===== src/rtl/idiv_pkg.sv =====
// Shared types and constants for the integer divider.
`default_nettype none
package idiv_pkg;

  // Operand width used when wide mode is off
  localparam int NARROW_W = 32;

  // Operation codes carried on the request
  typedef enum logic [1:0] {
    OP_UQUO = 2'd0,
    OP_UREM = 2'd1,
    OP_SQUO = 2'd2,
    OP_SREM = 2'd3
  } op_t;

endpackage
`default_nettype wire


===== src/rtl/idiv_sub.sv =====
// Shared subtractor of the divider: difference and borrow out.
`default_nettype none
module idiv_sub #(
  parameter int W = 64
) (
  input  wire logic [W-1:0] a,
  input  wire logic [W-1:0] b,
  output logic      [W-1:0] diff,
  output logic              borrow
);

  logic [W:0] full;

  // One extra bit catches the borrow out of the top position
  assign full   = {1'b0, a} - {1'b0, b};
  assign diff   = full[W-1:0];
  assign borrow = full[W];

endmodule
`default_nettype wire


===== src/rtl/integer_divider_signed_unsigned_core.sv =====
// Top level of the iterative signed/unsigned integer divider.
// Restoring divider for 32-bit or MAX_WIDTH-bit operands that returns the
// quotient or remainder, unsigned or signed (truncating toward zero, remainder
// takes the dividend's sign). One item is worked at a time and in_ready is low
// while it is in progress. An item passes an accept step, for signed operations
// a dividend and a divisor sign step, then a division step for each quotient
// bit (32, or MAX_WIDTH in wide mode) and a finishing step. A zero divisor
// skips the sign and division steps, going straight to the finishing step with
// divide_by_zero set and a zero answer. A single shared subtractor settles one
// quotient bit per cycle and also performs the sign negations. The result sits
// in an output register; a stalled output holds off only the finishing step.
`default_nettype none
module integer_divider_signed_unsigned_core #(
  parameter int MAX_WIDTH = 64
) (
  input  wire logic        clk,
  input  wire logic        rst_n,
  input  wire logic        in_valid,
  output logic             in_ready,
  input  wire logic [1:0]  in_operation,
  input  wire logic        in_wide_mode,
  input  wire logic [63:0] in_dividend,
  input  wire logic [63:0] in_divisor,
  output logic             out_valid,
  input  wire logic        out_ready,
  output logic      [63:0] out_answer,
  output logic             out_divide_by_zero
);

  localparam int CW    = $clog2(MAX_WIDTH + 1);
  localparam int ALIGN = MAX_WIDTH - idiv_pkg::NARROW_W;
  localparam logic [MAX_WIDTH-1:0] NARROW_MASK = MAX_WIDTH'({idiv_pkg::NARROW_W{1'b1}});

  typedef enum logic [4:0] {
    ST_IDLE  = 5'b00001,
    ST_NEG_N = 5'b00010,
    ST_NEG_D = 5'b00100,
    ST_DIV   = 5'b01000,
    ST_FIX   = 5'b10000
  } state_t;

  state_t                state_r, state_nxt;
  logic [MAX_WIDTH-1:0]  nq_r, nq_nxt;     // dividend bits out the top, quotient in
  logic [MAX_WIDTH-1:0]  rem_r, rem_nxt;
  logic [MAX_WIDTH-1:0]  d_r, d_nxt;
  logic [CW-1:0]         cnt_r, cnt_nxt;
  idiv_pkg::op_t         op_r, op_nxt;
  logic                  wide_r, wide_nxt;
  logic                  dz_r, dz_nxt;
  logic                  nneg_r, nneg_nxt;
  logic                  dneg_r, dneg_nxt;
  logic                  out_valid_r, out_valid_nxt;
  logic [63:0]           out_answer_r, out_answer_nxt;
  logic                  out_dz_r, out_dz_nxt;

  logic [MAX_WIDTH-1:0]  sub_a, sub_b, sub_diff;
  logic                  sub_borrow;
  logic [MAX_WIDTH-1:0]  in_mask, mask_w, in_n, in_d, rem_shift, fix_val, res;
  logic                  take, is_signed, is_quo, in_signed, neg_res;

  idiv_sub #(.W(MAX_WIDTH)) u_sub (
    .a      (sub_a),
    .b      (sub_b),
    .diff   (sub_diff),
    .borrow (sub_borrow)
  );

  // Operand masking and alignment on the request
  assign in_mask   = in_wide_mode ? '1 : NARROW_MASK;
  assign in_n      = in_wide_mode ? (in_dividend[MAX_WIDTH-1:0] & in_mask)
                                  : ((in_dividend[MAX_WIDTH-1:0] & in_mask) << ALIGN);
  assign in_d      = in_divisor[MAX_WIDTH-1:0] & in_mask;
  assign in_signed = (in_operation == idiv_pkg::OP_SQUO) ||
                     (in_operation == idiv_pkg::OP_SREM);

  assign mask_w    = wide_r ? '1 : NARROW_MASK;
  assign is_signed = (op_r == idiv_pkg::OP_SQUO) || (op_r == idiv_pkg::OP_SREM);
  assign is_quo    = (op_r == idiv_pkg::OP_UQUO) || (op_r == idiv_pkg::OP_SQUO);
  assign rem_shift = {rem_r[MAX_WIDTH-2:0], nq_r[MAX_WIDTH-1]};
  assign fix_val   = is_quo ? (nq_r & mask_w) : rem_r;
  assign neg_res   = is_signed && (is_quo ? (nneg_r ^ dneg_r) : nneg_r);
  assign take      = rem_r[MAX_WIDTH-1] | ~sub_borrow;
  assign res       = dz_r ? '0 : (neg_res ? (sub_diff & mask_w) : fix_val);

  // Sequencer
  always_comb begin
    state_nxt      = state_r;
    nq_nxt         = nq_r;
    rem_nxt        = rem_r;
    d_nxt          = d_r;
    cnt_nxt        = cnt_r;
    op_nxt         = op_r;
    wide_nxt       = wide_r;
    dz_nxt         = dz_r;
    nneg_nxt       = nneg_r;
    dneg_nxt       = dneg_r;
    out_valid_nxt  = out_valid_r & ~out_ready;
    out_answer_nxt = out_answer_r;
    out_dz_nxt     = out_dz_r;
    sub_a          = '0;
    sub_b          = '0;
    case (state_r)
      ST_IDLE: begin
        if (in_valid) begin
          nq_nxt   = in_n;
          d_nxt    = in_d;
          rem_nxt  = '0;
          op_nxt   = idiv_pkg::op_t'(in_operation);
          wide_nxt = in_wide_mode;
          dz_nxt   = (in_d == '0);
          nneg_nxt = in_n[MAX_WIDTH-1];
          dneg_nxt = in_wide_mode ? in_d[MAX_WIDTH-1] : in_d[idiv_pkg::NARROW_W-1];
          cnt_nxt  = in_wide_mode ? CW'(MAX_WIDTH) : CW'(idiv_pkg::NARROW_W);
          if (in_d == '0) begin
            state_nxt = ST_FIX;
          end else if (in_signed) begin
            state_nxt = ST_NEG_N;
          end else begin
            state_nxt = ST_DIV;
          end
        end
      end
      ST_NEG_N: begin
        // aligned dividend: negating the whole word keeps the low zeros
        sub_b = nq_r;
        if (nneg_r) begin
          nq_nxt = sub_diff;
        end
        state_nxt = ST_NEG_D;
      end
      ST_NEG_D: begin
        sub_b = d_r;
        if (dneg_r) begin
          d_nxt = sub_diff & mask_w;
        end
        state_nxt = ST_DIV;
      end
      ST_DIV: begin
        // one restoring step: shift, trial subtract, keep or restore
        sub_a   = rem_shift;
        sub_b   = d_r;
        rem_nxt = take ? sub_diff : rem_shift;
        nq_nxt  = {nq_r[MAX_WIDTH-2:0], take};
        cnt_nxt = cnt_r - CW'(1);
        if (cnt_r == CW'(1)) begin
          state_nxt = ST_FIX;
        end
      end
      ST_FIX: begin
        // sign fix-up and hand-off to the output register
        sub_b = fix_val;
        if (!out_valid_r || out_ready) begin
          out_valid_nxt  = 1'b1;
          out_answer_nxt = 64'(res);
          out_dz_nxt     = dz_r;
          state_nxt      = ST_IDLE;
        end
      end
      default: begin
        state_nxt = ST_IDLE;
      end
    endcase
  end

  // Control registers
  always_ff @(posedge clk) begin
    if (!rst_n) begin
      state_r     <= ST_IDLE;
      out_valid_r <= 1'b0;
    end else begin
      state_r     <= state_nxt;
      out_valid_r <= out_valid_nxt;
    end
  end

  // Datapath registers
  always_ff @(posedge clk) begin
    nq_r         <= nq_nxt;
    rem_r        <= rem_nxt;
    d_r          <= d_nxt;
    cnt_r        <= cnt_nxt;
    op_r         <= op_nxt;
    wide_r       <= wide_nxt;
    dz_r         <= dz_nxt;
    nneg_r       <= nneg_nxt;
    dneg_r       <= dneg_nxt;
    out_answer_r <= out_answer_nxt;
    out_dz_r     <= out_dz_nxt;
  end

  assign in_ready           = (state_r == ST_IDLE);
  assign out_valid          = out_valid_r;
  assign out_answer         = out_answer_r;
  assign out_divide_by_zero = out_dz_r;

endmodule
`default_nettype wire


===== config.mk =====
export PLATFORM = sky130hd
export DESIGN_NAME = integer_divider_signed_unsigned_core
export DESIGN_NICKNAME = d
export VERILOG_FILES = /design/src/rtl/idiv_pkg.sv /design/src/rtl/idiv_sub.sv /design/src/rtl/integer_divider_signed_unsigned_core.sv
export SDC_FILE = /design/constraint.sdc
export NUM_CORES = 1
export LEC_CHECK = 0
export ABC_AREA = 1
export ABC_CLOCK_PERIOD_IN_PS = 10300
export BUFFER_PORTS_ARGS = -buffer_cell sky130_fd_sc_hd__buf_2
export CELL_PAD_IN_SITES_DETAIL_PLACEMENT = 1
export CELL_PAD_IN_SITES_GLOBAL_PLACEMENT = 2
export CORE_MARGIN = 2
export CORE_UTILIZATION = 30
export DETAILED_ROUTE_END_ITERATION = 12
export PLACE_DENSITY = 0.84
export SLEW_MARGIN = 10
export SYNTH_ARGS = -nofsm -noshare
export SYNTH_HDL_FRONTEND = slang
export SYNTH_SLANG_ARGS = --single-unit

===== constraint.sdc =====
create_clock -name clk -period 10.3 [get_ports clk]
set_clock_uncertainty 0.05 [all_clocks]
set_input_delay 2.06 -clock clk [delete_from_list [all_inputs] [get_ports clk]]
set_output_delay 2.06 -clock clk [all_outputs]
set_load 0.1 [all_outputs]

# == Yosys cells after proc, flatten, opt, wreduce, memory -nomap -nowiden ==
# Index checks and enable logic that the tools add are counted.
# word_totals
mem_count,0
romBits,0
elab_cells,86
latch_bits,0
mem_bits_rw,0
regBits,276
# op_classes
n_mux,29
mul,0
n_div,0
reduce_logical,18
shifts,0
bitwise,9
n_addsub,2
n_lt_le_gt_ge,0
eq_ne,15
# ops
operator,count
$mux 64,12
$pmux 64 s3,2
$and 64x64->64,4
$pmux 64 s2,2
$sub 64x64->65,1
$logic_not 64->1,1
$pmux 5 s5,1
$mux 5,4
$mux 7,2
$pmux 7 s2,1
$ne 2x2->1 const B,5
$reduce_and 3->1,3
$eq 2x2->1 const B,4
$eq 7x1->1 const B,1
$sub 7x1->7 const B,1
$reduce_and 2->1,3
$eq 5x1->1 const B,1
$eq 5x2->1 const B,1
$eq 5x3->1 const B,1
$eq 5x4->1 const B,1
$eq 5x5->1 const B,1
$logic_or 1x1->1,4
$mux 1,4
$mux 4,1
10 further kinds,12

# == Longest topological paths before layout ==
# logic_depth
word_depth,9
mapped_depth,26
ltp_nobuf,24

# == Modules after synthesis ==
# Synthesis repeated with hierarchy kept, for this count alone.
# hier_totals
cells_unflattened,3096
area_unflattened_um2,21629.5
# modules_own_cells
mod,area_per_inst_um2,cells_per_inst,n_inst
integer_divider_signed_unsigned_core,15437.3,1724,1
idiv_sub,6192.2,1372,1

# == Worst setup path after synthesis ==
# OpenSTA, ideal clock, no wires.
# synth_path
path_kind,flip-flop to flip-flop
startpoint,register state_r[2]
endpoint,"register nq_r[0], enable pin"
setup_slack_ns,1.474
setup_ns,0.565
t_required_ns,9.685
path_buffers,0
synth_period_minus_slack_ns,8.826
path_stages_with_launch,6
t_arrival_ns,8.211
path_cell_list,dfxtp_1 -> nor2_1 -> inv_1 -> nor4_1 -> nor3_1 -> nor3_1
# synth_between
elab_chain_cells,3
# synth_lines
item,line,source
"start, declared",integer_divider_signed_unsigned_core.sv:42,"state_t state_r, state_nxt;"
"start signal, assigned",integer_divider_signed_unsigned_core.sv:171,state_r <= state_nxt;
$eq 5x1->1 (*),n/a,
named net in_ready,integer_divider_signed_unsigned_core.sv:19,"output logic in_ready,"
$ne 2x2->1 (no line) / $reduce_bool 3->1 (equally long branches),n/a,
$reduce_and 3->1 (no line) (*),n/a,
"end signal, assigned",integer_divider_signed_unsigned_core.sv:178,nq_r <= nq_nxt;
"end, declared",integer_divider_signed_unsigned_core.sv:43,"logic [MAX_WIDTH-1:0] nq_r, nq_nxt;"
# The timed path passes the listed nets; every way through them passes the cells marked *.
# A chain may end at the register's enable or synchronous reset.

# == Final worst setup path ==
# layout_path
startpoint,register wide_r
endpoint,register rem_r[28] (data pin)
# layout_between
elab_chain_cells,9
# layout_lines
item,line,source
"start, declared",integer_divider_signed_unsigned_core.sv:48,"logic wide_r, wide_nxt;"
"start signal, assigned",integer_divider_signed_unsigned_core.sv:183,wide_r <= wide_nxt;
$mux 64,integer_divider_signed_unsigned_core.sv:76,assign mask_w = wide_r ? '1 : NARROW_MASK;
$and 64x64->64,integer_divider_signed_unsigned_core.sv:80,assign fix_val = is_quo ? (nq_r & mask_w) : rem_r;
$mux 64,integer_divider_signed_unsigned_core.sv:80,
$pmux 64 s3,integer_divider_signed_unsigned_core.sv:102,case (state_r)
$sub 64x64->65,idiv_sub.sv:15,"assign full = {1'b0, a} - {1'b0, b};"
$not 1->1,integer_divider_signed_unsigned_core.sv:82,assign take = rem_r[MAX_WIDTH-1] | ~sub_borrow;
$or 1x1->1,integer_divider_signed_unsigned_core.sv:82,
$mux 64,integer_divider_signed_unsigned_core.sv:142,rem_nxt = take ? sub_diff : rem_shift;
$pmux 64 s2,integer_divider_signed_unsigned_core.sv:102,
"end signal, assigned",integer_divider_signed_unsigned_core.sv:179,rem_r <= rem_nxt;
"end, declared",integer_divider_signed_unsigned_core.sv:44,"logic [MAX_WIDTH-1:0] rem_r, rem_nxt;"
# Every way passes these cells.

==> metrics.md <==
| Metric | Value |
|---|---|
| Status | finished, final reports clean |
| Multi-input gate area in the final layout | 10700 um^2 |
| Detailed router's first-iteration violation count | 2005 |
| Timing-limited maximum frequency | 186 MHz |
| Detailed Route WL | 97300 um |
| Arrival time of the worst setup path | 5640 ps |
| Number of nets produced by synthesis | 3408 |
| CTS HTree Levels | 2 |
| Crit start category | flop |
| Setup repair after global routing missed its margin | false |
| Final design area excluding fillers | 24600 um^2 |
| Detailed-route vias per instance | 5.15 |
| Number of antenna violations at the first check in global routing | 1 |
| Cells taking the most area after synthesis | edfxtp_1 38%, nand2_1 20%, inv_1 9.4%, nor2_1 5.4%, ha_1 3.8% |
| Placed cells | 4259 |
| Setup WS pre-CTS | 5020 ps |
| Final HPWL DP | 74000 um |
| Register cell area after layout | 8230 um^2 |
| Worst-margin pin slew | 1210 ps |
| Top cell type's share of synthesized area | 37.6% |
| Final non-filler cell total | 4321 |
| Post-Synthesis Cells | 3206 |
| Util after Layout | 34.5% |
| Maximum Capacitance Violations | 0 |
| Worst Path Required | 10550 ps |
| Clock transition at the registers of the reported paths | 60 ps |
| Final TNS setup | 0 ps |
| Main synth FF type | edfxtp_1 |
| Number of input and output port buffers inserted | 201 |
| Number of iterations in the first detailed-routing pass | 5 |
| Number of buffers created by CTS | 36 |
| Fraction of final layout cells sized beyond drive strength 1 | 10.6% |
| Remaining DRCs | 0 |
| Slowest cell delay on critical path | 710 ps |
| Vias | 22300 |
| Per-instance average area after synthesis | 6.72 um^2 |
| Least setup slack across all paths after layout | 4920 ps |
| Total standard cell area after synthesis | 21500 um^2 |
| Cell repeated most along the worst path | nand2_1 |
| Max Slew Vio Count | 0 |
| Yosys warnings | 0 |
| Power density normalized to cell area | 287 nW/um^2 |
| Number of rows created at floorplan | 98 |
| Largest net degree at the start of global routing | 73 |
| Via count of the first global-routing pass | 22200 |
| Post-layout nets | 3549 |
| Remaining antenna violation count after routing | 0 |
| Full die area | 74000 um^2 |
| Area Growth Syn to Fin | 14.0% |
| DIE WIDTH | 272 um |
| Most common cell after layout, fill and taps aside | nand2_1 |
| Share of the yosys chip area belonging to registers | 38.2% |
| CORE AREA | 71200 um^2 |
| Post-synth EDFFs | 270 |
| Quantity of gates resized following cts | 0 |
| Vert. Die Dim | 272 um |
| Wire length of the first global-routing pass | 144000 um |
| Global router's overall resource usage | 25.9% |
| Capturing element type of the critical path | flop |
| Post-synth top area cell | edfxtp_1 |
| CTS tree | built |
| Count of hold-fix buffers inserted at cts | 0 |
| Average detailed-routed wire length per instance | 22.5 um |
| Critical-path maximum fanout | 72 |
| Root buffer cell | clkbuf_16 |
| Overflow left after global routing | 0 |
| Buffer count from post-CTS setup fixing | 0 |
| Cell Area, Placed | 23500 um^2 |
| Count of inserted antenna diode cells | 0 |
| Most frequent cells in the layout | 1144 x nand2_1, 535 x inv_1, 307 x nor2_1 |
| Final Hold Fails | 0 |
| Last weighted congestion value of the routability-driven placer | 0.972 |
| Share of synthesized flip-flops with an asynchronous set or reset | 0% |
| Post-synthesis register bit count | 276 |
| Crit path kind | flop to flop |
| Boundary pin count | 202 |
| Clock tree sinks | 276 |
| Number of setup violations in the final report | 0 |
| Ordered cell list for the critical path | buf_4 -> nand2_1 -> inv_1 -> buf_4 -> a22oi_1 -> nor2_1 -> a221oi_1 -> ha_1 -> nand2_1 -> nor2_1 -> inv_1 -> o21ai_1 -> nand2_1 -> nand3_1 -> nor2_2 -> nand3_4 -> buf_4 -> nand2_1 -> inv_2 -> nor2_1 |
| Worst Reg2Reg Path Length in Cells | 20 |
| Normalized max-slew margin | 19.3% |
| Depth of the worst hold-timing path | 2 |
| Critical-path cell with the highest stage delay | buf_4 |
| Latest clock arrival within the worst-skew pair | 570 ps |
| Period minus WS final | 5380 ps |
| # fillers | 9103 |
| Period utilization | 52.3% |
| Largest vdd supply drop | 0.180 mV |
| Clock tree buffer depth | 3 |
| Leak | 12.4 nW |
| Post-synth cell types | 44 |
| Path category of the worst min-delay check | flop to flop |
| Effective utilization at floorplan | 30.2% |
[critical path: cells and delay by family (launching register included)]
family                     cells  cell delay, ps
and+or+nand+nor               10            1240
DFF                            1             320
AOI/OAI and AO/OA              3             420
adders and majority gates      1             510
buffers and inverters          6            2400
[flip-flops by register name, summed over array words and instances (netlist names)]
register	cells
d_r	64
rem_r	64
nq_r	64
op_r	2
dz_r	1
cnt_r	7
out_answer	64
wide_r	1
state_r	5
nneg_r	1
out_divide_by_zero	1
dneg_r	1
out_valid	1
[stage by stage]
step / total power [mW] / hold slack (ps)
detailed placement: 5.74 / 479
CTS: 7.00 / 488
global route: 7.49 / 530
finish: 7.04 / 486
global placement: 5.69 / 476
floorplan: 4.27 / 374
[worst paths after layout]
check                             from                 endpoint  slack, ps
setup / recovery      wide_r$_DFFE_PP_  rem_r[28]$_SDFFCE_PP0P_       4920
hold / removal    out_valid$_SDFF_PN0_     out_valid$_SDFF_PN0_        490
setup reg to reg      wide_r$_DFFE_PP_  rem_r[28]$_SDFFCE_PP0P_       4920
hold reg to reg   out_valid$_SDFF_PN0_     out_valid$_SDFF_PN0_        490
[cell usage after synthesis, types with 2 or more instances]
library cell,number
nor2_2,6
nor2_4,2
buf_1,14
xnor2_1,23
a21oi_1,116
nand2_1,1145
nand4_1,9
o221ai_1,17
o21ai_1,15
o21bai_1,3
or2_2,9
buf_6,5
buf_2,15
inv_1,538
nor3_1,18
edfxtp_1,270
nand3_1,160
nor4_1,9
nand2_2,13
o211ai_1,38
ha_1,66
nor2_1,309
nand3_2,3
o21ai_0,137
and2_1,6
inv_2,33
xor2_1,9
nand3b_1,10
a221oi_1,63
a22oi_1,31
clkbuf_1,92
clkinv_1,5
dfxtp_1,6
[power breakdown]
| group | switching, mW | internal [mW] | leakage [nW] |
|---|---|---|---|
| clock | 0.540 | 0.707 | 0.525 |
| sequential | 0.142 | 1.57 | 2.64 |
| combinational | 3.12 | 0.969 | 9.19 |
[cells by family after synthesis]
group	synth area share, %
XOR/XNOR	1.30
flip-flops	38.2
AND/OR/NAND/NOR	31.8
buffers and inverters	12.6
AO/OA/AOI/OAI	12.2
adder cells (fa/ha/maj)	3.93
[area by class of cell]
type / instances / area share [%]
sequential: 276 / 33.5
timing repair buffer: 230 / 4.98
tap: 950 / 4.84
inverter: 576 / 8.82
clock inverter: 18 / 0.606
clock buffer: 44 / 3.88
multi-input combinational: 2227 / 43.4
[layer usage]
metal  global-route usage (%)  wire (um)
met1                     36.4      44200
met5                        0         12
met2                     41.1      43100
met4                     9.22       3660
met3                     3.07       6280
(Power assumes the default switching activity.)
